**config.mk**
```make
export PLATFORM = sky130hd
export DESIGN_NAME = bsa_slot_split
export DESIGN_NICKNAME = d
export VERILOG_FILES = /design/src/rtl/core/bsa_pkg.sv /design/src/rtl/core/bsa_slot_split.sv
export SDC_FILE = /design/constraint.sdc
export NUM_CORES = 1
export LEC_CHECK = 0
export BUFFER_PORTS_ARGS = -buffer_cell sky130_fd_sc_hd__buf_2
export CAP_MARGIN = 20
export CORE_MARGIN = 4
export CORE_UTILIZATION = 42
export DETAILED_ROUTE_END_ITERATION = 7
export GPL_TIMING_DRIVEN = 1
export PLACE_DENSITY = 0.77
export SYNTH_ARGS = -nofsm -noshare
export SYNTH_HDL_FRONTEND = slang
export SYNTH_SLANG_ARGS = --single-unit
```
**constraint.sdc**
```tcl
create_clock -name i_clk -period 0.9 [get_ports i_clk]
set_input_delay 0.045 -clock i_clk [delete_from_list [all_inputs] [get_ports i_clk]]
set_output_delay 0.045 -clock i_clk [all_outputs]
set_load 0.01 [all_outputs]
```
**src/rtl/core/bsa_pkg.sv**
```systemverilog
package bsa_pkg;

    localparam int SLOT_W      = 13;
    localparam int STATUS_W    = 2;
    localparam int TDATA_IN_W  = 16;
    localparam int TDATA_OUT_W = 16;
    localparam int SUM_BITS    = 32;
    localparam int SUM_POS_W   = 5;
    localparam int FFZ_W       = 64;
    localparam int FFZ_POS_W   = 6;
    localparam int DIV_SHIFT   = SLOT_W + 7;
    localparam int DIV_MUL_W   = 18;

    typedef enum logic [0:0] {
        OP_ALLOC = 1'b0,
        OP_FREE  = 1'b1
    } t_opcode;

    typedef enum logic [1:0] {
        ST_OK       = 2'd0,
        ST_FULL     = 2'd1,
        ST_NOT_USED = 2'd2
    } t_status;

    typedef enum logic [3:0] {
        S_CLEAR,
        S_IDLE,
        S_ASUM,
        S_AWORD,
        S_FA,
        S_FB,
        S_FRD,
        S_FCHK,
        S_OUT
    } t_state;

    typedef struct packed {
        logic                 found;
        logic [FFZ_POS_W-1:0] pos;
    } t_ffz;

    function automatic t_ffz find_first_zero(input logic [FFZ_W-1:0] v);
        t_ffz r;
        r.found = 1'b0;
        r.pos   = '0;
        for (int i = FFZ_W - 1; i >= 0; i--) begin
            if (!v[i]) begin
                r.found = 1'b1;
                r.pos   = FFZ_POS_W'(i);
            end
        end
        return r;
    endfunction

endpackage

```
**src/rtl/core/bsa_slot_split.sv**
```systemverilog
module bsa_slot_split #(
    parameter int WORD_BITS = 32
) (
    input  logic                            i_clk,
    input  logic [bsa_pkg::SLOT_W-1:0]      i_slot,
    output logic [bsa_pkg::SLOT_W-1:0]      o_word,
    output logic [$clog2(WORD_BITS)-1:0]    o_bit
);

    import bsa_pkg::*;

    localparam int BIT_W   = $clog2(WORD_BITS);
    localparam int PROD_W  = SLOT_W + DIV_MUL_W;
    localparam int DIV_MUL = ((1 << DIV_SHIFT) + WORD_BITS - 1) / WORD_BITS;

    logic [PROD_W-1:0] w_prod;
    logic [SLOT_W-1:0] w_back;
    logic [SLOT_W-1:0] w_rem;
    logic [SLOT_W-1:0] r_q;
    logic [SLOT_W-1:0] r_slot;
    logic [SLOT_W-1:0] r_word;
    logic [BIT_W-1:0]  r_bit;

    // quotient by reciprocal, exact for every 13-bit slot
    assign w_prod = PROD_W'(i_slot) * PROD_W'(DIV_MUL);
    assign w_back = SLOT_W'(r_q * SLOT_W'(WORD_BITS));
    assign w_rem  = r_slot - w_back;

    always_ff @(posedge i_clk) begin
        r_q    <= SLOT_W'(w_prod >> DIV_SHIFT);
        r_slot <= i_slot;
        r_word <= r_q;
        r_bit  <= BIT_W'(w_rem);
    end

    assign o_word = r_word;
    assign o_bit  = r_bit;

endmodule

```
==> results.json <==
{
  "synthArstFlopShare_pct": 0,
  "start_util_pct": 47.36,
  "cts-buffers-inserted": 3,
  "post-route-period-util_pct": 92.28,
  "dpl.cell_count": 71,
  "grt_max_degree": 16,
  "antenna_found_initial": 0,
  "io_buffers": 26,
  "clock_skew_ps": 2.413,
  "die_x_microns": 44.58,
  "worstHoldPathCells": 0,
  "clk-insertion-delay-late_ps": 310,
  "endpoint_kind": "primary output",
  "viasPerCell": 3.852,
  "rsz0062_at_grt": "no",
  "num_rows": 12,
  "ys_seq_area_share_pct": 92.65,
  "overflow": 0,
  "reg2regPathDepth": 0,
  "setup_slack_ps": 69.51,
  "worst_path_max_delay_cell": "dfxtp_1",
  "grt.total_usage_pct": 11.82,
  "drt_pass1_iterations": 2,
  "drive_gt1_share_pct": 40.54,
  "cpLargestDelayFamily": "flip-flops",
  "cp_num_buf_inv": 1,
  "synthTopCellsByCount": "dfxtp_1 (26), buf_4 (5), conb_1 (1)",
  "yosysMostFrequentCell": "dfxtp_1",
  "die-area_sq_mm": 0.001987,
  "post-cts-setup-buffers": 0,
  "area_growth_pct": 54.79,
  "yosys_warnings": 0,
  "required_ps": 850,
  "synth-edff-count": 0,
  "num_vias": 339,
  "cts_sinks": 26,
  "yosysTopAreaCellShare_pct": 92.65,
  "cts_resized": 0,
  "cts_tree": "yes",
  "reg2reg_from": "r_q[5]",
  "fmax_mhz": 1204,
  "grt_pass1_vias": 342,
  "cts.hold.buffers_added": 13,
  "core_sq_mm": 0.001186,
  "min_from": "r_q[3]",
  "drtIter0Drc": 2,
  "startpoint_type": "flop",
  "nets": 89,
  "h-tree-depth": 1,
  "synthFlopType": "dfxtp_1",
  "cts_root_buf": "clkbuf_4",
  "rrSetupSlack_ps": 480,
  "ys_ff_latch": 26,
  "synth_area_leaders": "dfxtp_1 (93%), buf_4 (6.7%), conb_1 (0.67%)",
  "status": "completed",
  "drv_cap": 0,
  "setup_tns_ps": 0,
  "crit_path_cell_trace": "buf_2",
  "dpl.hpwl_microns": 620.5,
  "fin_cells": 88,
  "path_max_fanout": 1,
  "syn-cell-area_sq_um": 561.8,
  "syn_area_per_cell_sq_um": 17.56,
  "hold_viol": 0,
  "p_total_mw": 2.122,
  "min_to": "o_word[3]",
  "yosysTopAreaCell": "dfxtp_1",
  "fin_util_pct": 73.31,
  "remaining_drc_errors": 0,
  "cp.arrival_ps": 790,
  "diodes": 0,
  "setup_violations": 0,
  "dp_slack_ps": 421.5,
  "ff_latch_area_sq_um": 520.5,
  "finalMaxSlewViolations": 0,
  "routedWlPerCell_microns": 11.32,
  "nFillCells": 74,
  "die_h_microns": 44.58,
  "wirelength_microns": 996,
  "gp_congestion": 0.6426,
  "critPathKind": "flop to primary output",
  "slowest_delay_ps": 340,
  "ioPinCount": 32,
  "hold_path.class": "flop to flop",
  "clockBufferDepth": 2,
  "ir_drop_mv": 1.433,
  "synth_cell_type_count": 3,
  "grt_pass1_wl_microns": 1559,
  "cts.clk_slew.worst_paths_ps": 130,
  "reg2reg_to": "o_word[5]",
  "ant_nets": 0,
  "multi_input_area_sq_um": 18.77,
  "pwr_density_cell_mw_per_mm2": 2441,
  "layout_min_cycle_time_ps": 830.5,
  "synth_cells": 32,
  "p_leak_nw": 0.4201
}
## flip-flops by register name (all words and copies together), names as in the netlist
register and flops:
o_word 8, r_q 8, o_bit 5, r_slot 5
## per-stage QoR
step                      cell area [sq um]  hold WS (ps)
after floorplan                       576.8         72.72
after global placement                686.9         147.7
after detailed placement              686.9         148.6
after CTS                             869.6         338.3
after global routing                  869.6         347.7
final                                 869.6         342.8
## layout make-up
class,count,area share (%)
Multi-Input combinational cell,5,2.158
Tap cell,14,2.014
Timing Repair Buffer,39,29.93
Clock inverter,1,3.453
Clock buffer,3,2.590
Sequential cell,26,59.86
## worst max path at each step
stage,startpoint,to,slack [ps],depth (start not counted)
after floorplan,r_slot[0],o_bit[0],520,0
after global placement,o_bit[0],o_bit[0],450,1
after detailed placement,o_word[2],o_word[2],420,1
after CTS,o_word[2],o_word[2],50,1
after global routing,o_bit[2],o_bit[2],30,1
final,o_word[2],o_word[2],70,1
## cell families (layout without fill, tap and decap cells)
family | Yosys count | count (layout) | share of synthesized area [%]
flops | 26 | 26 | 92.65
buf+inv | 5 | 43 | 6.682
other cells | 1 | 5 | 0.6675
## cell usage in the layout, fill, tap and decap left out, drive strengths merged
master	count
buf	26
dfxtp	26
dlygate4sd3	13
conb	5
clkbuf	3
bufinv	1
## power by group
group | switching, mW | internal, mW | leakage, nW
Clock | 0.319 | 0.450 | 0.0279
Combinational | 0.0503 | 0.0760 | 0.173
Sequential | 0.0142 | 1.21 | 0.219
Total | 0.384 | 1.74 | 0.420
## metal layers
layer	wire length, microns	part of all wire, %	GRT usage, %
met3	71	7.1	2.439
met4	23	2.3	12.65
met1	384	39	12.34
met5	0	0	0
met2	516	52	18.62
No activity file was read; power rests on OpenSTA's default activity.
